## config.mk

```make
export PLATFORM = sky130hd
export DESIGN_NAME = source_hit_counter_alert_table
export DESIGN_NICKNAME = d
export VERILOG_FILES = /design/src/hdl/shcat_pkg.sv /design/src/hdl/shcat_ram.sv /design/src/hdl/source_hit_counter_alert_table.sv
export VERILOG_INCLUDE_DIRS = /design/src /design/src/hdl
export SDC_FILE = /design/constraint.sdc
export NUM_CORES = 2
export LEC_CHECK = 0
export ABC_CLOCK_PERIOD_IN_PS = 12300
export BUFFER_PORTS_ARGS = -buffer_cell sky130_fd_sc_hd__buf_2
export CAP_MARGIN = 0
export CORE_MARGIN = 2
export CORE_UTILIZATION = 60
export CTS_CLUSTER_DIAMETER = 30
export CTS_CLUSTER_SIZE = 40
export DETAILED_ROUTE_END_ITERATION = 7
export PLACE_DENSITY = 0.87
export SYNTH_ARGS = -nofsm -noshare
export SYNTH_HDL_FRONTEND = slang
export SYNTH_SLANG_ARGS = --single-unit
export TNS_END_PERCENT = 20
```

## constraint.sdc

```tcl
create_clock -name clk -period 12.3 [get_ports clk]
set_input_delay 1.23 -clock clk [delete_from_list [all_inputs] [get_ports clk]]
set_output_delay 1.23 -clock clk [all_outputs]
set_load 0.05 [all_outputs]
```

## src/hdl/source_hit_counter_alert_table_assert.svh

```systemverilog
// assertion macros for the source hit counter alert table
// expects clk and rst_n in the scope of each use
`ifndef SOURCE_HIT_COUNTER_ALERT_TABLE_ASSERT_SVH
`define SOURCE_HIT_COUNTER_ALERT_TABLE_ASSERT_SVH
`ifndef SYNTHESIS
`define SHCAT_ASSERT_IMP(lbl, ante, cons) \
    lbl: assert property (@(posedge clk) disable iff (!rst_n) (ante) |-> (cons)) \
        else $error("shcat assertion failed");
`define SHCAT_ASSERT_NXT(lbl, ante, cons) \
    lbl: assert property (@(posedge clk) disable iff (!rst_n) (ante) |=> (cons)) \
        else $error("shcat assertion failed");
`else
`define SHCAT_ASSERT_IMP(lbl, ante, cons)
`define SHCAT_ASSERT_NXT(lbl, ante, cons)
`endif
`endif

```

## src/hdl/shcat_pkg.sv

```systemverilog
// shared constants and types for the source hit counter alert table
// no dependencies
`default_nettype none
package shcat_pkg;
    localparam int TABLE_ENTRIES   = 32;
    localparam int IDX_W           = $clog2(TABLE_ENTRIES);
    localparam int CNT_W           = $clog2(TABLE_ENTRIES + 1);
    localparam int ADDR_W          = 32;
    localparam int PORT_W          = 16;
    localparam int HIT_W           = 16;
    localparam int ENTRY_W         = ADDR_W + HIT_W;
    localparam logic [HIT_W-1:0] COUNT_MAX       = 16'hFFFF;
    localparam logic [HIT_W-1:0] THRESHOLD_RESET = 16'd10;
    localparam logic REG_ALERT_THRESHOLD = 1'b0;

    typedef enum logic [1:0] {
        OUTCOME_MATCH = 2'd0,
        OUTCOME_NEW   = 2'd1,
        OUTCOME_DROP  = 2'd2
    } outcome_t;
endpackage
`default_nettype wire

```

## src/hdl/shcat_ram.sv

```systemverilog
// generic single-write single-read ram with registered read data
// no dependencies
`default_nettype none
module shcat_ram #(
    parameter int WIDTH = 8,
    parameter int DEPTH = 32,
    localparam int AW = $clog2(DEPTH)
) (
    input  wire logic             clk,
    input  wire logic             wr_en,
    input  wire logic [AW-1:0]    wr_addr,
    input  wire logic [WIDTH-1:0] wr_data,
    input  wire logic             rd_en,
    input  wire logic [AW-1:0]    rd_addr,
    output logic      [WIDTH-1:0] rd_data
);
    logic [WIDTH-1:0] mem [DEPTH];
    logic [WIDTH-1:0] rd_data_reg;

    always_ff @(posedge clk)
    begin
        if (wr_en)
        begin
            mem[wr_addr] <= wr_data;
        end
        if (rd_en)
        begin
            rd_data_reg <= mem[rd_addr];
        end
    end

    assign rd_data = rd_data_reg;
endmodule
`default_nettype wire

```

## src/hdl/source_hit_counter_alert_table.sv

```systemverilog
// top level of the source hit counter alert table
// depends on shcat_pkg, shcat_ram and source_hit_counter_alert_table_assert.svh
//
// usage:
// s_* carries probe items (source address, destination port); m_* carries one
// result item per probe (alert, hit count, alert port in tdata, outcome in tuser).
// the apb port holds alert_threshold at byte address 0; write it only while idle.
// a probe is matched by scanning the table in one memory, one entry per cycle,
// lowest index first, with the compare in the cycle after the read. a match or a
// new entry is written back in the cycle of the decision.
// a result follows the scan, which stops at the matching entry or after the last
// used entry (used = entries in the table); on an empty table the scan is skipped.
// the scan length through the single memory read port sets the rate, and a new
// probe is accepted only after the previous result has left the scan sequencer.
// a result waits in an output register while the receiver stalls; the next
// probe is accepted meanwhile, but its result is held until that register frees.
// reset empties the table (used_reg to zero), sets the threshold to 10 and
// drops any pending result; memory contents are not cleared.
`default_nettype none
`include "source_hit_counter_alert_table_assert.svh"
module source_hit_counter_alert_table
    import shcat_pkg::*;
(
    input  wire logic        clk,
    input  wire logic        rst_n,
    input  wire logic        s_tvalid,
    output logic             s_tready,
    input  wire logic [47:0] s_tdata,   // source_address[31:0], probe_port[47:32]
    output logic             m_tvalid,
    input  wire logic        m_tready,
    output logic      [39:0] m_tdata,   // alert[0], hit_count[16:1], alert_port[32:17], zero
    output logic      [1:0]  m_tuser,   // outcome[1:0]
    input  wire logic        psel,
    input  wire logic        penable,
    input  wire logic        pwrite,
    input  wire logic [2:0]  paddr,
    input  wire logic [31:0] pwdata,
    output logic      [31:0] prdata,
    output logic             pready
);
    typedef enum logic [2:0] {
        ST_IDLE = 3'b001,
        ST_SCAN = 3'b010,
        ST_DONE = 3'b100
    } state_t;

    state_t              state_reg, state_next;
    logic [ADDR_W-1:0]   key_reg, key_next;
    logic [PORT_W-1:0]   port_reg, port_next;
    logic [IDX_W-1:0]    rd_idx_reg, rd_idx_next;
    logic [IDX_W-1:0]    cmp_idx_reg, cmp_idx_next;
    logic                cmp_vld_reg, cmp_vld_next;
    logic [CNT_W-1:0]    used_reg, used_next;
    logic [HIT_W-1:0]    thr_reg, thr_next;
    logic                res_alert_reg, res_alert_next;
    logic [HIT_W-1:0]    res_count_reg, res_count_next;
    outcome_t            res_outcome_reg, res_outcome_next;
    logic [PORT_W-1:0]   res_port_reg, res_port_next;
    logic                out_valid_reg, out_valid_next;
    logic                out_alert_reg, out_alert_next;
    logic [HIT_W-1:0]    out_count_reg, out_count_next;
    outcome_t            out_outcome_reg, out_outcome_next;
    logic [PORT_W-1:0]   out_port_reg, out_port_next;

    logic                wr_en;
    logic [IDX_W-1:0]    wr_addr;
    logic [ENTRY_W-1:0]  wr_data;
    logic                rd_en;
    logic [ENTRY_W-1:0]  rd_data;

    logic                match;
    logic [HIT_W-1:0]    old_cnt;
    logic [HIT_W-1:0]    inc_cnt;
    logic                inc_alert;
    logic [IDX_W-1:0]    last_idx;
    logic                full;
    logic                cfg_wr;

    shcat_ram #(
        .WIDTH (ENTRY_W),
        .DEPTH (TABLE_ENTRIES)
    ) u_table (
        .clk     (clk),
        .wr_en   (wr_en),
        .wr_addr (wr_addr),
        .wr_data (wr_data),
        .rd_en   (rd_en),
        .rd_addr (rd_idx_reg),
        .rd_data (rd_data)
    );

    assign rd_en     = (state_reg == ST_SCAN);
    assign match     = (rd_data[ADDR_W-1:0] == key_reg);
    assign old_cnt   = rd_data[ENTRY_W-1:ADDR_W];
    assign inc_cnt   = (old_cnt == COUNT_MAX) ? old_cnt : old_cnt + HIT_W'(1);
    assign inc_alert = (inc_cnt >= thr_reg);
    assign last_idx  = IDX_W'(used_reg - CNT_W'(1));
    assign full      = (used_reg == CNT_W'(TABLE_ENTRIES));

    // configuration port
    assign cfg_wr = psel && penable && pwrite && pready;
    assign pready = 1'b1;
    assign prdata = (paddr[2] == REG_ALERT_THRESHOLD) ? {16'b0, thr_reg} : 32'b0;

    always_comb
    begin
        thr_next = thr_reg;
        if (cfg_wr && (paddr[2] == REG_ALERT_THRESHOLD))
        begin
            thr_next = pwdata[HIT_W-1:0];
        end
    end

    // scan sequencer
    always_comb
    begin
        state_next       = state_reg;
        key_next         = key_reg;
        port_next        = port_reg;
        rd_idx_next      = rd_idx_reg;
        cmp_idx_next     = cmp_idx_reg;
        cmp_vld_next     = cmp_vld_reg;
        used_next        = used_reg;
        res_alert_next   = res_alert_reg;
        res_count_next   = res_count_reg;
        res_outcome_next = res_outcome_reg;
        res_port_next    = res_port_reg;
        out_valid_next   = out_valid_reg && !m_tready;
        out_alert_next   = out_alert_reg;
        out_count_next   = out_count_reg;
        out_outcome_next = out_outcome_reg;
        out_port_next    = out_port_reg;
        wr_en            = 1'b0;
        wr_addr          = '0;
        wr_data          = '0;

        unique case (state_reg)
            ST_IDLE:
            begin
                if (s_tvalid)
                begin
                    key_next     = s_tdata[ADDR_W-1:0];
                    port_next    = s_tdata[ADDR_W+PORT_W-1:ADDR_W];
                    rd_idx_next  = '0;
                    cmp_vld_next = 1'b0;
                    if (used_reg == '0)
                    begin
                        wr_en            = 1'b1;
                        wr_addr          = '0;
                        wr_data          = {HIT_W'(1), s_tdata[ADDR_W-1:0]};
                        used_next        = CNT_W'(1);
                        res_alert_next   = 1'b0;
                        res_count_next   = HIT_W'(1);
                        res_outcome_next = OUTCOME_NEW;
                        res_port_next    = '0;
                        state_next       = ST_DONE;
                    end
                    else
                    begin
                        state_next = ST_SCAN;
                    end
                end
            end
            ST_SCAN:
            begin
                rd_idx_next  = rd_idx_reg + IDX_W'(1);
                cmp_idx_next = rd_idx_reg;
                cmp_vld_next = 1'b1;
                if (cmp_vld_reg)
                begin
                    if (match)
                    begin
                        wr_en            = 1'b1;
                        wr_addr          = cmp_idx_reg;
                        wr_data          = {inc_cnt, key_reg};
                        res_alert_next   = inc_alert;
                        res_count_next   = inc_cnt;
                        res_outcome_next = OUTCOME_MATCH;
                        res_port_next    = inc_alert ? port_reg : '0;
                        state_next       = ST_DONE;
                    end
                    else if (cmp_idx_reg == last_idx)
                    begin
                        res_alert_next = 1'b0;
                        res_port_next  = '0;
                        state_next     = ST_DONE;
                        if (full)
                        begin
                            res_count_next   = '0;
                            res_outcome_next = OUTCOME_DROP;
                        end
                        else
                        begin
                            wr_en            = 1'b1;
                            wr_addr          = used_reg[IDX_W-1:0];
                            wr_data          = {HIT_W'(1), key_reg};
                            used_next        = used_reg + CNT_W'(1);
                            res_count_next   = HIT_W'(1);
                            res_outcome_next = OUTCOME_NEW;
                        end
                    end
                end
            end
            ST_DONE:
            begin
                if (!out_valid_reg || m_tready)
                begin
                    out_valid_next   = 1'b1;
                    out_alert_next   = res_alert_reg;
                    out_count_next   = res_count_reg;
                    out_outcome_next = res_outcome_reg;
                    out_port_next    = res_port_reg;
                    state_next       = ST_IDLE;
                end
            end
            default:
            begin
                state_next = ST_IDLE;
            end
        endcase
    end

    always_ff @(posedge clk or negedge rst_n)
    begin
        if (!rst_n)
        begin
            state_reg     <= ST_IDLE;
            cmp_vld_reg   <= 1'b0;
            used_reg      <= '0;
            thr_reg       <= THRESHOLD_RESET;
            out_valid_reg <= 1'b0;
        end
        else
        begin
            state_reg     <= state_next;
            cmp_vld_reg   <= cmp_vld_next;
            used_reg      <= used_next;
            thr_reg       <= thr_next;
            out_valid_reg <= out_valid_next;
        end
    end

    always_ff @(posedge clk)
    begin
        key_reg         <= key_next;
        port_reg        <= port_next;
        rd_idx_reg      <= rd_idx_next;
        cmp_idx_reg     <= cmp_idx_next;
        res_alert_reg   <= res_alert_next;
        res_count_reg   <= res_count_next;
        res_outcome_reg <= res_outcome_next;
        res_port_reg    <= res_port_next;
        out_alert_reg   <= out_alert_next;
        out_count_reg   <= out_count_next;
        out_outcome_reg <= out_outcome_next;
        out_port_reg    <= out_port_next;
    end

    assign s_tready = (state_reg == ST_IDLE);
    assign m_tvalid = out_valid_reg;
    assign m_tdata  = {7'b0, out_port_reg, out_count_reg, out_alert_reg};
    assign m_tuser  = out_outcome_reg;

    `SHCAT_ASSERT_IMP(a_used_range, 1'b1, used_reg <= CNT_W'(TABLE_ENTRIES))
    `SHCAT_ASSERT_IMP(a_drop_fields, m_tvalid && (m_tuser == OUTCOME_DROP),
        (m_tdata[16:0] == 17'b0) && (m_tdata[32:17] == 16'b0))
    `SHCAT_ASSERT_IMP(a_alert_on_match, m_tvalid && m_tdata[0], m_tuser == OUTCOME_MATCH)
    `SHCAT_ASSERT_NXT(a_used_step, state_reg == ST_IDLE,
        (used_reg == $past(used_reg)) || (used_reg == $past(used_reg) + CNT_W'(1)))
endmodule
`default_nettype wire

```

Word level (Yosys, flattened, before mapping)
Memories as Yosys holds them, arrays and structs flattened. A register that Yosys moved wholly into a read port is not among the register bits.
Index checks and enable logic that the tools add are counted.

storage, ports and cells
  register bits = 155
  RAM bits = 1,536
  bits of input ports = 90
  output and inout bits = 77
  word-level logic and storage cells = 124
  memories kept = 1

memories
  memory       words  bits a word  rd ports  clocked after memory_dff  write ports  RTL line         source
  u_table.mem  32     48           1         1                         1            shcat_ram.sv:17  logic [WIDTH-1:0] mem [DEPTH];

cells by class
  add/subtract/negate cells = 4
  $lt $le $gt $ge = 1
  equal/unequal tests = 15
  multiplexer cells = 70
  bitwise operators = 1
  reductions and logical operators = 15

operator list
  kind                     count
  $mux W16                 13
  $mux W33                 4
  $mux W48                 2
  $pmux W48 S2             1
  $pmux W16 S2             2
  $mux W6                  6
  $eq A32 B32 Y1           1
  $mux W5                  6
  $mux W3                  6
  $mux W1                  17
  $add A16 B1 Y16 const B  1
  $eq A16 B16 Y1 const B   1
  $ge A16 B16 Y1           1
  $mux W2                  6
  $pmux W6 S2              1
  $ne A2 B2 Y1 const B     5
  $pmux W5 S2              1
  $pmux W3 S3              1
  $reduce_and A7 Y1        1
  $add A6 B1 Y6 const B    1
  $eq A6 B6 Y1 const B     1
  $logic_not A6 Y1         1
  $pmux W1 S2              3
  $reduce_and A2 Y1        3
  other kinds (16)         21

Depth between registers and ports, before layout
  word-level depth = 8
  mapped depth = 16
  mapped depth without buffers = 15

Cells and area by module
Synthesis repeated with hierarchy kept, for this count alone.

unflattened totals
  cells, all modules = 3,964
  area, all modules = 68,669.6 um^2

by module, submodules not included
  module                          times used  cells an instance  area each (um^2)  sequential area each (um^2)
  shcat_ram                       1           3,364              61,205.0          47,565.6
  source_hit_counter_alert_table  1           600                7,464.7           4,523.1

Least setup slack after synthesis
No wires, ideal clock.

  path kind = register to register
  start = register state_reg[0]
  end = memory u_table.mem[3][0] (netlist name), enable pin
  setup time = 0.589 ns
  data arrival time = 8.088 ns
  data required time = 11.711 ns
  setup slack = 3.623 ns
  cell stages (with the launch flop) = 10
  path buffers = 1
  clock period less this slack = 8.677 ns
  cells stage by stage = dfstp_2 > nand2b_1 > or2_2 > buf_2 > clkinv_1 > and2_0 > nand3_1 > mux2i_1 > o21bai_1 > nor4b_1

on the way
  longest elaborated chain between the ends = 4
  elaborated cells on any way between the ends = 6
  those cells by class = 2 x eq/ne; 4 x mux

RTL lines
  what                                                 RTL line                               source
  from (decl)                                          source_hit_counter_alert_table.sv:47   state_t state_reg, state_next;
  from (signal assigned)                               source_hit_counter_alert_table.sv:235  state_reg <= state_next;
  $eq A3 B2 Y1 / $eq A3 B1 Y1 (equally long branches)  source_hit_counter_alert_table.sv:137  unique case (state_reg)
  $pmux W1 S2                                          source_hit_counter_alert_table.sv:137
  $mux W1                                              shcat_ram.sv:22                        if (wr_en)
  $mux W1 (implied by the code)                        shcat_ram.sv:24                        mem[wr_addr] <= wr_data;
  to (decl)                                            shcat_ram.sv:17

Several ways; a longest one is shown, not always the timed one.

Worst setup path in the final report
  start = register key_reg[30]
  end = memory u_table.mem[22][44] (netlist name), enable pin

on the way
  longest elaborated chain between the ends = 6
  elaborated cells on any way between the ends = 9
  those cells by class = 1 x eq/ne; 8 x mux

RTL lines
  what                           RTL line                               source
  from (decl)                    source_hit_counter_alert_table.sv:48   logic [ADDR_W-1:0] key_reg, key_next;
  from (signal assigned)         source_hit_counter_alert_table.sv:245  key_reg <= key_next;
  $eq A32 B32 Y1 (*)             source_hit_counter_alert_table.sv:93   assign match = (rd_data[ADDR_W-1:0] == key_reg);
  $mux W1                        source_hit_counter_alert_table.sv:171  if (match)
  $mux W1                        source_hit_counter_alert_table.sv:169  if (cmp_vld_reg)
  $pmux W1 S2                    source_hit_counter_alert_table.sv:137
  $mux W1                        shcat_ram.sv:22
  $mux W1 (implied by the code)  shcat_ram.sv:24

Mark *: on every way between the ends. The rest lies on a longest branch, timed or not.

==> flow_summary.yaml <==
status:
  run_status: "finished, final reports clean"
placement:
  dpl.hpwl_um: 82500
  gp_congestion: 0.860
  post-place-ws_ns: 7.20
  quantity_of_i_o_buffers_inserted_on_ports: 124
  placedInstanceArea_mm2: 0.0697
  placedCellCount: 4409
cts:
  number_of_buffers_on_the_longest_clock_path: 4
  cts.clk_slew.worst_paths_ns: 0.06
  clock_tree_from_tritoncts: "done"
  ctsRootBufferMaster: "clkbuf_16"
  cts_setup_buffers: 0
  clk_latency_ns: 0.88
  holdBufCountCts: 0
  cts_repair_resize_count: 0
  clock_sinks: 1739
  cts-buffers-inserted: 281
  h_tree_depth: 5
synth:
  synth.cell_area_mm2: 0.0670
  yosys.area.top_type: "edfxtp_1"
  mux_share_of_post_synthesis_cell_area: 0.173
  netlist.area_leader.share: 0.767
  postSynth.topFlopCell: "edfxtp_1"
  synth_compound_gate_area_share: 0.00907
  synth_adder_area_share: 0.00373
  count_of_distinct_cell_types_in_the_synthesized_netlist: 62
  ys_seq_elements: 1739
  synth.yosys.warnings: 0
  yosys.area_share.simple: 0.0162
  edff_count_synth: 1712
  largest_family_of_logic_cells_by_synthesized_area: "multiplexers"
  synth.cells.most_frequent: "1,712 x edfxtp_1, 480 x mux4_2, 92 x nor2_1, 79 x clkbuf_1, 65 x mux2_2"
  synth_area_in_xor_xnor: 0.00706
  synth-seq-area-share: 0.777
  postSynthCellCount: 2858
  post_synth_main_area_contributors: "edfxtp_1 77%, mux4_2 16%, mux2_2 1.1%"
  synthMostInstantiatedCell: "edfxtp_1"
  ys_async_rst_share: 0.0155
  synthesis.area_per_instance_um2: 23.5
die:
  floorplan.initialDensity: 0.606
  die_x_um: 338
  num_io_pins: 167
  die_height_um: 338
  core_region_area_mm2: 0.111
  dieArea_mm2: 0.114
  rows: 122
power:
  ir_drop_mv: 0.181
  leakagePower_nw: 25.7
  cellPowerDensity_mw_per_mm2: 215
  total_power_mw: 17.0
sta:
  period_minus_slack_ns: 5.64
  report.final.setup_viol: 0
  rsz0062_at_grt: "no"
  layout_worst_path_cycle_share: 0.459
  timing.fmax_mhz: 177
  timing.final.hold_violations: 0
  finalWorstSetupSlack_ns: 6.66
  tns_ns: 0
  timing.slew.headroom: 0.0837
  timing.hold.ws_ns: 0.394
  timing.clock.skew_ns: 0.0696
  number_of_max_slew_violations_in_the_final_report: 0
  tightestPinTransition_ns: 1.37
finish:
  cell_count_final_fillers_out: 4902
  area.growth.synth_to_final_pct: 17.8
  layout.core_utilization: 0.713
  max_ffs_per_register: 1536
  drive_gt1_frac: 0.363
  final_area_mm2: 0.0789
  design.final.nets: 3314
critical_path:
  slowest_stage: "nor2_4"
  path_buf_inv: 2
  endpoint_kind: "flip-flop"
  critical-path-top-cell-by-count: "buf_4"
  cp_cell_sequence: "xnor2_1 -> nand4_1 -> nor4_2 -> buf_4 -> nand2_2 -> mux2i_1 -> nand3_1 -> nor2_4 -> buf_4"
  crit_arrival_ns: 6.09
  critPathKind: "flip-flop to flip-flop"
  worst-path-max-fanout: 26
  worst_path_required_time_ns: 12.75
  timing.critical_path.slowest_cell_delay_ns: 1.11
  path_delay_family: "simple AND/OR/NAND/NOR gates"
  startpoint_type: "flip-flop"
global_route:
  grt.total_usage: 0.340
  grt_pass1_vias: 36838
  grt_remaining_overflow: 0
  grt_max_degree: 181
  grt_pass1_wl_um: 272000
  antenna_found_initial: 6
detailed_routing:
  route.vias.total: 35233
  final_routed_wirelength_across_all_metal_layers_um: 192000
  antenna_left: 0
  drt-initial-drc-count: 6170
  post_drt_wl_per_cell_um: 39.2
  route.detailed.vias_per_inst: 7.19
  drcViolationCount: 0
  number_of_iterations_in_the_first_detailed_routing_pass: 8
run:
  cap_violations: 0
min_path:
  min-delay-path-class: "primary input to async pin"
per-layer routing:
layer,track usage,vias up,share of wire
met3,0.0884,812,0.12
li1,-,12818,-
met5,0,-,0.00018
met4,0.191,4,0.064
met1,0.416,18026,0.31
met2,0.557,3573,0.50
layout make-up:
| cell class | instances | area (um^2) |
|---|---|---|
| clock buffer | 307 | 7240 |
| multi-input combinational | 945 | 14400 |
| antenna | 5 | 12.5 |
| fill | 5668 | 31700 |
| clock inverter | 181 | 2040 |
| inverter | 39 | 146 |
| sequential | 1739 | 52100 |
| timing repair buffer | 198 | 1200 |
| tap | 1488 | 1860 |
cells in the final DEF (no fill, tap or decap), types with 25 or more instances in the layout:
| cell type | count |
|---|---|
| a22o_1 | 32 |
| buf_2 | 124 |
| buf_4 | 72 |
| bufinv_16 | 31 |
| clkbuf_16 | 286 |
| clkinv_2 | 34 |
| clkinv_4 | 25 |
| clkinvlp_4 | 29 |
| edfxtp_1 | 1712 |
| inv_1 | 37 |
| inv_6 | 27 |
| mux2_2 | 65 |
| mux4_2 | 480 |
| nor2_1 | 63 |
| nor2_4 | 29 |
| xnor2_1 | 44 |
logic make-up (layout without fill, tap and decap cells):
family                     after synthesis  count (layout)
AOI/OAI and AO/OA                       74              74
xor gates and xnor gates                54              54
adders and majority gates               20              20
buffers and inverters                  196             725
DFF                                   1739            1739
muxes                                  553             553
other                                    2              29
and+or+nand+nor                        220             220
report_power, final:
part | internal [mW] | leakage [nW] | switching, mW
Combinational | 1.10 | 5.12 | 1.35
Sequential | 6.61 | 16.1 | 0.0930
Clock | 4.94 | 4.47 | 2.92
Total | 12.7 | 25.7 | 4.36
worst paths after layout:
path	startpoint	to	slack, ns	cells after the start
hold reg to reg	res_count_reg[1]$_SDFFCE_PN0P_	out_count_reg[1]$_DFFE_PP_	0.41	0
min in group clk	res_count_reg[1]$_SDFFCE_PN0P_	out_count_reg[1]$_DFFE_PP_	0.41	0
hold / removal	rst_n	thr_reg[13]$_DFFE_PN0P_	0.39	1
setup reg to reg	key_reg[30]$_DFFE_PP_	u_table.mem[22][44]$_DFFE_PP_	6.66	9
max in group asynchronous	rst_n	used_reg[4]$_DFFE_PN0P_	11.48	1
setup / recovery	key_reg[30]$_DFFE_PP_	u_table.mem[22][44]$_DFFE_PP_	6.66	9
Power figures use the tool's default switching activity.
